===== src/design/vlc_pkg.sv =====
// Shared types, constants and the letter decoder of the letter cipher.
package vlc_pkg;

    // Key store geometry; the six-bit key index field covers the whole store.
    localparam int KEY_DEPTH  = 64;
    localparam int KEY_ADDR_W = $clog2(KEY_DEPTH);
    localparam int KEY_VAL_W  = 5;
    localparam int KEY_LEN_W  = 7;
    localparam int KEY_IDX_W  = 6;
    localparam int BYTE_W     = 8;

    localparam logic [5:0]        ALPHABET_SIZE = 6'd26;
    localparam logic [BYTE_W-1:0] LOWER_BASE    = 8'd96;
    localparam logic [BYTE_W-1:0] ASCII_SPACE   = 8'h20;

    // Configuration register indexes.
    localparam logic CFG_DECRYPT_MODE = 1'b0;
    localparam logic CFG_KEY_LENGTH   = 1'b1;

    // Input item operations.
    localparam logic OP_TEXT      = 1'b0;
    localparam logic OP_KEY_WRITE = 1'b1;

    typedef struct packed {
        logic                 is_letter;
        logic                 is_space;
        logic [KEY_VAL_W-1:0] value;
    } letter_code_t;

    // Letters of either case map to 1..26, which are the low five bits of
    // their ASCII code; a space maps to 0.
    function automatic letter_code_t letter_decode(input logic [BYTE_W-1:0] b);
        letter_code_t code;
        code.is_letter = ((b >= 8'h61) && (b <= 8'h7a)) || ((b >= 8'h41) && (b <= 8'h5a));
        code.is_space  = (b == ASCII_SPACE);
        code.value     = b[KEY_VAL_W-1:0];
        return code;
    endfunction

endpackage


===== src/design/vlc_ram.sv =====
// Generic single-write, single-read RAM with registered read data.
module vlc_ram #(
    parameter int WIDTH = 8,
    parameter int DEPTH = 64
) (
    input  logic                     aclk,
    input  logic                     wr_en,
    input  logic [$clog2(DEPTH)-1:0] wr_addr,
    input  logic [WIDTH-1:0]         wr_data,
    input  logic                     rd_en,
    input  logic [$clog2(DEPTH)-1:0] rd_addr,
    output logic [WIDTH-1:0]         rd_data
);

    logic [WIDTH-1:0] mem_reg [DEPTH];
    logic [WIDTH-1:0] rd_data_reg;

    always_ff @(posedge aclk) begin
        if (wr_en) begin
            mem_reg[wr_addr] <= wr_data;
        end
        if (rd_en) begin
            rd_data_reg <= mem_reg[rd_addr];
        end
    end

    assign rd_data = rd_data_reg;

endmodule


===== src/design/vlc_shift_unit.sv =====
// Letter shift: adds or subtracts the key value and wraps within 1..26.
module vlc_shift_unit
    import vlc_pkg::*;
(
    input  logic [BYTE_W-1:0]    text_byte,
    input  logic [KEY_VAL_W-1:0] key_value,
    input  logic                 decrypt,
    output logic [BYTE_W-1:0]    out_byte,
    output logic                 invalid
);

    letter_code_t code;
    logic [5:0]   sum;
    logic [5:0]   shifted;

    always_comb begin
        code = letter_decode(text_byte);
        sum  = 6'd0;
        if (decrypt) begin
            // Subtract, borrowing one alphabet length when the key is not smaller.
            if (code.value > key_value) begin
                sum = {1'b0, code.value} - {1'b0, key_value};
            end else begin
                sum = {1'b0, code.value} + ALPHABET_SIZE - {1'b0, key_value};
            end
            shifted = sum;
        end else begin
            sum = {1'b0, code.value} + {1'b0, key_value};
            shifted = (sum > ALPHABET_SIZE) ? (sum - ALPHABET_SIZE) : sum;
        end

        if (code.is_letter) begin
            out_byte = {2'b00, shifted} + LOWER_BASE;
            invalid  = 1'b0;
        end else if (code.is_space) begin
            out_byte = ASCII_SPACE;
            invalid  = 1'b0;
        end else begin
            out_byte = text_byte;
            invalid  = 1'b1;
        end
    end

endmodule


===== src/design/vigenere_letter_cipher.sv =====
// Top level of the Vigenere-style letter cipher with its key store and pipeline.
// Pipeline: a text transaction passes from the input through stage one into the
// result register on m_*; a key write transaction produces no result.
// Throughput: one input transaction per cycle while the result side is not stalled;
// the single key store read port is read once per text byte; configuration writes are always accepted.
// Reset (aresetn, synchronous, active low) clears the pipeline valids, the key
// position, decrypt_mode and sets key_length to 1; the key store is not cleared.
module vigenere_letter_cipher
    import vlc_pkg::*;
(
    input  logic                 aclk,
    input  logic                 aresetn,

    input  logic                 s_valid,
    output logic                 s_ready,
    input  logic                 s_op,
    input  logic [BYTE_W-1:0]    s_data_byte,
    input  logic [KEY_IDX_W-1:0] s_key_index,
    input  logic                 s_start_of_message,

    output logic                 m_valid,
    input  logic                 m_ready,
    output logic [BYTE_W-1:0]    m_out_byte,
    output logic                 m_invalid,

    input  logic                 cfg_valid,
    output logic                 cfg_ready,
    input  logic                 cfg_index,
    input  logic [KEY_LEN_W-1:0] cfg_data
);

    // Configuration registers.
    logic                  decrypt_mode_reg;
    logic [KEY_LEN_W-1:0]  key_length_reg;

    // Current key position, advanced by every text transaction.
    logic [KEY_ADDR_W-1:0] key_position_reg;
    logic [KEY_ADDR_W-1:0] key_position_next;

    // Stage one holds the text byte while the key store read completes.
    logic                  s1_valid_reg;
    logic                  s1_valid_next;
    logic [BYTE_W-1:0]     s1_byte_reg;

    // Result register.
    logic                  m_valid_reg;
    logic                  m_valid_next;
    logic [BYTE_W-1:0]     m_out_byte_reg;
    logic                  m_invalid_reg;

    logic                  s1_fire;
    logic                  in_fire;
    logic                  text_fire;
    logic                  key_fire;
    logic                  cfg_fire;

    logic [KEY_LEN_W-1:0]  len_eff;
    logic [KEY_ADDR_W-1:0] pos_start;
    logic [KEY_ADDR_W-1:0] pos_sel;
    logic [KEY_LEN_W-1:0]  pos_inc;

    letter_code_t          key_code;
    logic [KEY_VAL_W-1:0]  key_wr_value;
    logic                  key_wr_en;
    logic [KEY_VAL_W-1:0]  key_rd_value;

    logic [BYTE_W-1:0]     shift_byte;
    logic                  shift_invalid;

    // Stage one drains into the result register when that register is empty
    // or its transaction is being taken in the same cycle.
    assign s1_fire   = s1_valid_reg && (!m_valid_reg || m_ready);
    assign s_ready   = !s1_valid_reg || s1_fire;
    assign in_fire   = s_valid && s_ready;
    assign text_fire = in_fire && (s_op == OP_TEXT);
    assign key_fire  = in_fire && (s_op == OP_KEY_WRITE);

    assign cfg_ready = 1'b1;
    assign cfg_fire  = cfg_valid && cfg_ready;

    // Effective key length is clamped into 1..KEY_DEPTH.
    always_comb begin
        if (key_length_reg == '0) begin
            len_eff = KEY_LEN_W'(1);
        end else if (key_length_reg > KEY_LEN_W'(KEY_DEPTH)) begin
            len_eff = KEY_LEN_W'(KEY_DEPTH);
        end else begin
            len_eff = key_length_reg;
        end
    end

    // The start flag restarts the key; a position left beyond a shortened key
    // also restarts from entry zero.
    always_comb begin
        pos_start = s_start_of_message ? '0 : key_position_reg;
        pos_sel   = ({1'b0, pos_start} >= len_eff) ? '0 : pos_start;
        pos_inc   = {1'b0, pos_sel} + KEY_LEN_W'(1);
        key_position_next = (pos_inc >= len_eff) ? '0 : pos_inc[KEY_ADDR_W-1:0];
    end

    // Key bytes other than letters are stored as zero, the same as a space.
    always_comb begin
        key_code     = letter_decode(s_data_byte);
        key_wr_value = key_code.is_letter ? key_code.value : '0;
        key_wr_en    = key_fire && ({1'b0, s_key_index} < KEY_LEN_W'(KEY_DEPTH));
    end

    // The key store is read at the edge that accepts the text byte, so the
    // key value lines up with the byte held in stage one.
    vlc_ram #(
        .WIDTH (KEY_VAL_W),
        .DEPTH (KEY_DEPTH)
    ) u_key_store (
        .aclk    (aclk),
        .wr_en   (key_wr_en),
        .wr_addr (s_key_index[KEY_ADDR_W-1:0]),
        .wr_data (key_wr_value),
        .rd_en   (text_fire),
        .rd_addr (pos_sel),
        .rd_data (key_rd_value)
    );

    vlc_shift_unit u_shift (
        .text_byte (s1_byte_reg),
        .key_value (key_rd_value),
        .decrypt   (decrypt_mode_reg),
        .out_byte  (shift_byte),
        .invalid   (shift_invalid)
    );

    always_comb begin
        if (text_fire) begin
            s1_valid_next = 1'b1;
        end else if (s1_fire) begin
            s1_valid_next = 1'b0;
        end else begin
            s1_valid_next = s1_valid_reg;
        end

        if (s1_fire) begin
            m_valid_next = 1'b1;
        end else if (m_ready) begin
            m_valid_next = 1'b0;
        end else begin
            m_valid_next = m_valid_reg;
        end
    end

    always_ff @(posedge aclk) begin
        if (!aresetn) begin
            decrypt_mode_reg <= 1'b0;
            key_length_reg   <= KEY_LEN_W'(1);
            key_position_reg <= '0;
            s1_valid_reg     <= 1'b0;
            m_valid_reg      <= 1'b0;
        end else begin
            if (cfg_fire) begin
                case (cfg_index)
                    CFG_DECRYPT_MODE: decrypt_mode_reg <= cfg_data[0];
                    CFG_KEY_LENGTH:   key_length_reg   <= cfg_data;
                    default:          key_length_reg   <= key_length_reg;
                endcase
            end
            if (text_fire) begin
                key_position_reg <= key_position_next;
            end
            s1_valid_reg <= s1_valid_next;
            m_valid_reg  <= m_valid_next;
        end
    end

    // Payload registers carry no reset.
    always_ff @(posedge aclk) begin
        if (text_fire) begin
            s1_byte_reg <= s_data_byte;
        end
        if (s1_fire) begin
            m_out_byte_reg <= shift_byte;
            m_invalid_reg  <= shift_invalid;
        end
    end

    assign m_valid    = m_valid_reg;
    assign m_out_byte = m_out_byte_reg;
    assign m_invalid  = m_invalid_reg;

`ifndef SYNTHESIS
    // A byte in stage one always moves into the result register when it is free.
    a_s1_advances: assert property (@(posedge aclk) disable iff (!aresetn)
        (s1_valid_reg && (!m_valid_reg || m_ready)) |=> m_valid_reg)
        else $error("stage one transaction did not reach the result register");

    // A stalled result keeps its value.
    a_result_holds: assert property (@(posedge aclk) disable iff (!aresetn)
        (m_valid_reg && !m_ready) |=>
            (m_valid_reg && $stable(m_out_byte_reg) && $stable(m_invalid_reg)))
        else $error("stalled result changed");

    // A key write never leaves a transaction in stage one.
    a_key_write_no_result: assert property (@(posedge aclk) disable iff (!aresetn)
        key_fire |=> !s1_valid_reg)
        else $error("key write created a pending text transaction");

    // The key position only moves on a text transaction.
    a_position_moves_on_text: assert property (@(posedge aclk) disable iff (!aresetn)
        !text_fire |=> $stable(key_position_reg))
        else $error("key position changed without a text transaction");
`endif

endmodule


===== config.mk =====
export PLATFORM = sky130hd
export DESIGN_NAME = vigenere_letter_cipher
export DESIGN_NICKNAME = d
export VERILOG_FILES = /design/src/design/vlc_pkg.sv /design/src/design/vlc_ram.sv /design/src/design/vlc_shift_unit.sv /design/src/design/vigenere_letter_cipher.sv
export SDC_FILE = /design/constraint.sdc
export NUM_CORES = 1
export LEC_CHECK = 0
export BUFFER_PORTS_ARGS = -buffer_cell sky130_fd_sc_hd__buf_2
export CAP_MARGIN = 20
export CELL_PAD_IN_SITES_DETAIL_PLACEMENT = 1
export CELL_PAD_IN_SITES_GLOBAL_PLACEMENT = 2
export CORE_MARGIN = 5
export CORE_UTILIZATION = 48
export DETAILED_ROUTE_END_ITERATION = 8
export GPL_ROUTABILITY_DRIVEN = 1
export PLACE_DENSITY_LB_ADDON = 0.1
export SYNTH_ARGS = -nofsm -noshare
export SYNTH_HDL_FRONTEND = slang
export SYNTH_SLANG_ARGS = --single-unit

===== constraint.sdc =====
create_clock -name aclk -period 11.05 [get_ports aclk]
set_input_delay 1.105 -clock aclk [delete_from_list [all_inputs] [get_ports aclk]]
set_output_delay 1.105 -clock aclk [all_outputs]
set_load 0.01 [all_outputs]

==> results.yml, run 1 <==
floorplan:
  core_area_um2: 32500
  start_util: 0.486
  die_h_um: 192
  dieArea_um2: 36700
  ioPinCount: 41
  die_x_um: 192
  num_rows: 66
critical_path:
  max_stage_delay_ns: 0.55
  critPathArrivalTime_ns: 6.17
  cp_max_fo: 26
  crit_buf_inv: 4
  worstPathRequired_ns: 11.50
  worstSetupEndpointType: "flop"
  crit_type: "in2reg"
  crit_slowest_cell: "clkinv_1"
  cp_cell_sequence: "buf_2 > nand2b_1 > clkinv_1 > ha_1 > nor2_1 > or2_0 > o211ai_4 > buf_4 > inv_4 > ha_1 > ha_1 > a21o_1 > a21o_1 > a21o_1 > a211oi_1 > o21a_1 > a22oi_1 > nor2b_1"
  start_kind: "input port"
  crit_family: "simple AND/OR/NAND/NOR gates"
sta:
  post-route-period-util: 0.518
  grt_setup_unrepaired: "false"
  hold_violations: 0
  tns_ns: 0
  final.min_clock_period_ns: 5.72
  fin_skew_ns: 0.0204
  fmax_mhz: 175
  slew_violations: 0
  tightest_slew_ns: 1.15
  relSlewSlack: 0.215
  finalSetupViolations: 0
pwr:
  ir_drop_uv: 118
  p_leak_nw: 5.65
  powerDensity_nw_per_um2: 163
synth:
  synthDominantCellAreaShare: 0.649
  yosys.area.top_type: "edfxtp_1"
  ys_types: 78
  synth-seq-cells: 358
  syn_area_um2: 15800
  syn_avg_cell_area_um2: 13.1
  ys.flop_type: "edfxtp_1"
  syn_nets: 1274
  yosysWarningCount: 0
  async_flop_share: 0
  synth.area.top_cells: "edfxtp_1, nand2_1, nor2_1, ha_1, mux2i_1"
  postSynthCellCount: 1209
  synth_edf_count: 342
  ys_seq_area_frac: 0.670
global_route:
  use_met1: 0.347
  grtUsageTotal: 0.254
  grt_pass1_vias: 10735
  grt_first_pass_wirelength_um: 68900
  antenna_found_initial: 0
  overflow: 0
  grt_use_met3: 0.0422
  grt_max_degree: 65
  top_usage_layer: "met2"
  use_met2: 0.422
layout:
  drive_above_1_share: 0.115
  largest_reg_flops: 320
  final_common_cell: "edfxtp_1"
  ff_latch_area_um2: 10600
  syn2layout_area_growth_pct: 11.1
  final_cell_mix: "edfxtp_1, nand2_1, nor2_1, nand3_1, o21ai_0"
  fill_cells: 3278
  nNetsFinal: 1308
  final_cells: 1712
  utilization: 0.540
  multi_input_area_um2: 4790
  num_antenna_cells: 0
clocking:
  clk_path_buf_depth: 3
  clkSinkCount: 358
  postCtsSetupRepairBufs: 0
  hold_buffers: 0
  clock_latency_ns: 0.53
  clk_pin_slew_ns: 0.06
  htreeDepth: 2
  cts_buffers: 40
  ctsRootBufferMaster: "clkbuf_16"
  cts_resized: 0
  tritoncts: "built"
placed_design:
  io_buffers: 39
  dp_hpwl_um: 29500
  place_congestion: 0.825
  dp.cells: 1643
worst_hold_path:
  hp-class: "reg2reg"
route:
  avgViaCountPerCell: 6.06
  totalWireLength_um: 46200
  drtPass1Iterations: 5
  vias: 10378
  route.detailed.drc: 0
  antenna_left: 0
  dr.first_iter.drc_count: 850
  drt-wirelength-per-cell_um: 27.0
run_status:
  status: "completed"
flow_run:
  cap_violations: 0
[cell usage after synthesis (10+ instances only)]
master,count
o22ai_1,10
o21ai_0,42
nand4_1,14
a22oi_1,12
inv_1,25
nand2_1,167
nor2_1,111
a21oi_1,38
ha_1,32
nor3_1,11
dfxtp_1,16
edfxtp_1,342
clkbuf_1,29
mux2i_1,39
and2_1,10
nand3_1,60
o221ai_1,24
buf_2,21
a31oi_1,11
a21o_1,10
o2111ai_1,10
nor2b_1,14
[where the power goes]
part | internal [mW] | switching [mW]
logic | 0.0445 | 0.100
registers | 1.49 | 0.00627
clock network | 0.708 | 0.515
[cell families after synthesis]
family / share of synthesized area
adder cells (fa/ha/maj): 0.0304
AO/OA/AOI/OAI: 0.110
XOR/XNOR: 0.00831
multiplexers: 0.0304
buffers and inverters: 0.0282
other: 0.000237
AND/OR/NAND/NOR: 0.123
flip-flops: 0.670
[cell type report]
class                           instances  share of cell area
Timing Repair Buffer                   55              0.0179
Multi-Input combinational cell        758               0.273
Sequential cell                       358               0.603
Inverter                               30             0.00655
Clock inverter                         19             0.00769
Clock buffer                           50              0.0608
Tap cell                              442              0.0315
[path summary, 6_finish.rpt]
kind | from | depth (start not counted) | slack, ns | end
max reg2reg | key_position_reg[2] | 17 | 5.67 | key_position_reg[3]
max | s_start_of_message | 18 | 5.33 | key_position_reg[3]
min | key_length_reg[0] | 2 | 0.48 | key_length_reg[0]
min reg2reg | key_length_reg[0] | 2 | 0.48 | key_length_reg[0]
[tightest hold or removal path, delay by kind of cell, from the launching register on]
family / cells / cell delay, ns
flip-flops: 1 / 0.32
AND/OR/NAND/NOR: 2 / 0.12
[per-stage QoR]
| stage | hold slack (ns) | setup slack (ns) | total power, mW | cell area [um2] |
|---|---|---|---|---|
| 2_1_floorplan | 0.442 | 5.85 | 1.62 | 15800 |
| 3_3_place_gp | 0.458 | 5.03 | 1.67 | 16400 |
| 3_5_place_dp | 0.471 | 4.94 | 1.67 | 16400 |
| 4_1_cts | 0.483 | 5.45 | 2.89 | 17600 |
| 5_1_grt | 0.515 | 5.01 | 2.97 | 17600 |
| 6_report | 0.477 | 5.33 | 2.86 | 17600 |
[per-layer routing]
metal  routed length [um]  vias to the layer above  share of wire
li1                     -                     4645              -
met1                19600                     5322           0.42
met2                22300                      328           0.48
met3                 2850                       83          0.062
met4                 1450                        0          0.031
met5                    0                        -              0
No activity file was read; power rests on OpenSTA's default activity.
==> run 2, diff against run 1 <==
- CORE_UTILIZATION: 48 -> 45
- clock period: 11.05 -> 5.7 ns (I/O delays scaled with it)
==> results.yml, run 2 (synthesized netlist as in run 1, its figures left out) <==
run_status:
  status: "completed"
global_route:
  grt_first_pass_wirelength_um: 68700
  grt_pass1_vias: 10576
  antenna_found_initial: 0
  grtUsageTotal: 0.235
  overflow: 0
  grt_max_degree: 76
floorplan:
  die_x_um: 197
  start_util: 0.457
  core_area_um2: 34600
  num_rows: 68
  die_h_um: 197
  ioPinCount: 41
  dieArea_um2: 39000
critical_path:
  rrSetupSlack_ns: 1.06
  worstSetupEndpointType: "flop"
  r2r.worst_path.cells: 18
  reg2reg_to: "key_position_reg[5]"
  critPathArrivalTime_ns: 5.12
  worstPathRequired_ns: 6.18
  start_kind: "flop"
  crit_type: "reg2reg"
  crit-reg2reg-launch: "key_position_reg[2]"
  cp_max_fo: 23
sta:
  hold_violations: 0
  relSlewSlack: 0.284
  finalSetupViolations: 0
  fmax_mhz: 215
  tns_ns: 0
  post-route-period-util: 0.814
  slew_violations: 0
  fin_skew_ns: 0.0125
  tightest_slew_ns: 1.07
  final.min_clock_period_ns: 4.64
  grt_setup_unrepaired: "false"
worst_hold_path:
  hold_end: "s1_byte_reg[5]"
  hp-class: "in2reg"
  hold_start: "s_data_byte[5]"
  min_delay_path_depth: 1
layout:
  multi_input_area_um2: 4790
  fill_cells: 3500
  ff_latch_area_um2: 10600
  syn2layout_area_growth_pct: 12.0
  final_cells: 1731
  nNetsFinal: 1312
  drive_above_1_share: 0.120
  final_common_cell: "edfxtp_1"
  final_cell_mix: "edfxtp_1, nand2_1, nor2_1, nand3_1, o21ai_0"
  num_antenna_cells: 0
  largest_reg_flops: 320
placed_design:
  dp_hpwl_um: 29200
  dp.cells: 1661
  io_buffers: 39
  place_congestion: 0.801
route:
  vias: 10434
  route.detailed.drc: 0
  antenna_left: 0
  avgViaCountPerCell: 6.03
  drtPass1Iterations: 5
  totalWireLength_um: 45900
  dr.first_iter.drc_count: 918
  drt-wirelength-per-cell_um: 26.5
pwr:
  powerDensity_nw_per_um2: 324
  ir_drop_uv: 375
  p_leak_nw: 5.71
clocking:
  clock_latency_ns: 0.54
  cts_resized: 0
  tritoncts: "built"
  htreeDepth: 2
  ctsRootBufferMaster: "clkbuf_16"
  hold_buffers: 0
  clk_path_buf_depth: 3
  clk_pin_slew_ns: 0.06
  cts_buffers: 39
  clkSinkCount: 358
  postCtsSetupRepairBufs: 0
flow_run:
  cap_violations: 0
==> run 2: cell count changes in the layout (fill, tap and decap cells not counted), sizes merged <==
| cell | delta |
|---|---|
| buf | +5 |
| bufinv | +4 |
| clkbuf | -3 |
| clkinvlp | +1 |
| inv | -1 |
==> run 2: stage by stage <==
| stage | power, mW | worst slack, ns | utilization | instance area (um2) | hold WS, ns |
|---|---|---|---|---|---|
| after floorplan | 3.14 | 1.03 | - | 15800 | 0.442 |
| after global placement | 3.23 | 0.944 | 0.475 | 16400 | 0.461 |
| after detailed placement | 3.24 | 0.755 | 0.475 | 16400 | 0.462 |
| after CTS | 5.78 | 1.11 | 0.512 | 17700 | 0.190 |
| after global routing | 5.93 | 0.874 | 0.512 | 17700 | 0.191 |
| final | 5.74 | 1.06 | 0.512 | 17700 | 0.215 |
==> run 2: layer usage <==
metal | routed length, um | GRT usage | up-vias
met5 | 0 | 0 | -
met4 | 1140 | 0.0645 | 0
met3 | 2900 | 0.0403 | 80
met2 | 21800 | 0.380 | 339
met1 | 20100 | 0.331 | 5361
li1 | - | - | 4654
==> run 2: worst max-delay path by stage <==
stage / from / slack, ns / end / cells past startpoint
5_1_grt: key_position_reg[2] / 0.87 / key_position_reg[2] / 18
4_1_cts: key_position_reg[2] / 1.11 / key_position_reg[5] / 18
6_report: key_position_reg[2] / 1.06 / key_position_reg[5] / 18
3_3_place_gp: s_start_of_message / 0.94 / key_position_reg[0] / 19
2_1_floorplan: s_start_of_message / 1.03 / key_position_reg[0] / 21
3_5_place_dp: s_start_of_message / 0.75 / key_position_reg[5] / 19
==> run 2: power breakdown <==
group | switching, mW | internal [mW]
Sequential | 0.0118 | 2.89
Clock | 1.04 | 1.52
Combinational | 0.195 | 0.0865
Total | 1.25 | 4.49
==> run 2: critical path, stage by stage (launching register included) <==
cell and delay [ns]:
dfxtp_1 0.39, nand2b_1 0.10, buf_4 0.27, clkinv_1 0.11, buf_4 0.21, ha_1 0.32, nor2_1 0.14, or2_0 0.53
o211ai_4 0.17, inv_4 0.37, ha_1 0.34, ha_1 0.28, a21o_1 0.16, a21o_1 0.18, a21o_1 0.19, a211oi_1 0.25
o21a_1 0.31, a22oi_1 0.10, nor2b_1 0.13
==> run 2: cell type report <==
type	instances	share of cell area
inverters	30	0.00650
clock buffers	47	0.0580
well taps	455	0.0321
clock inverters	23	0.0144
repair buffers	60	0.0206
multi-input cells	758	0.271
flip-flops and latches	358	0.598
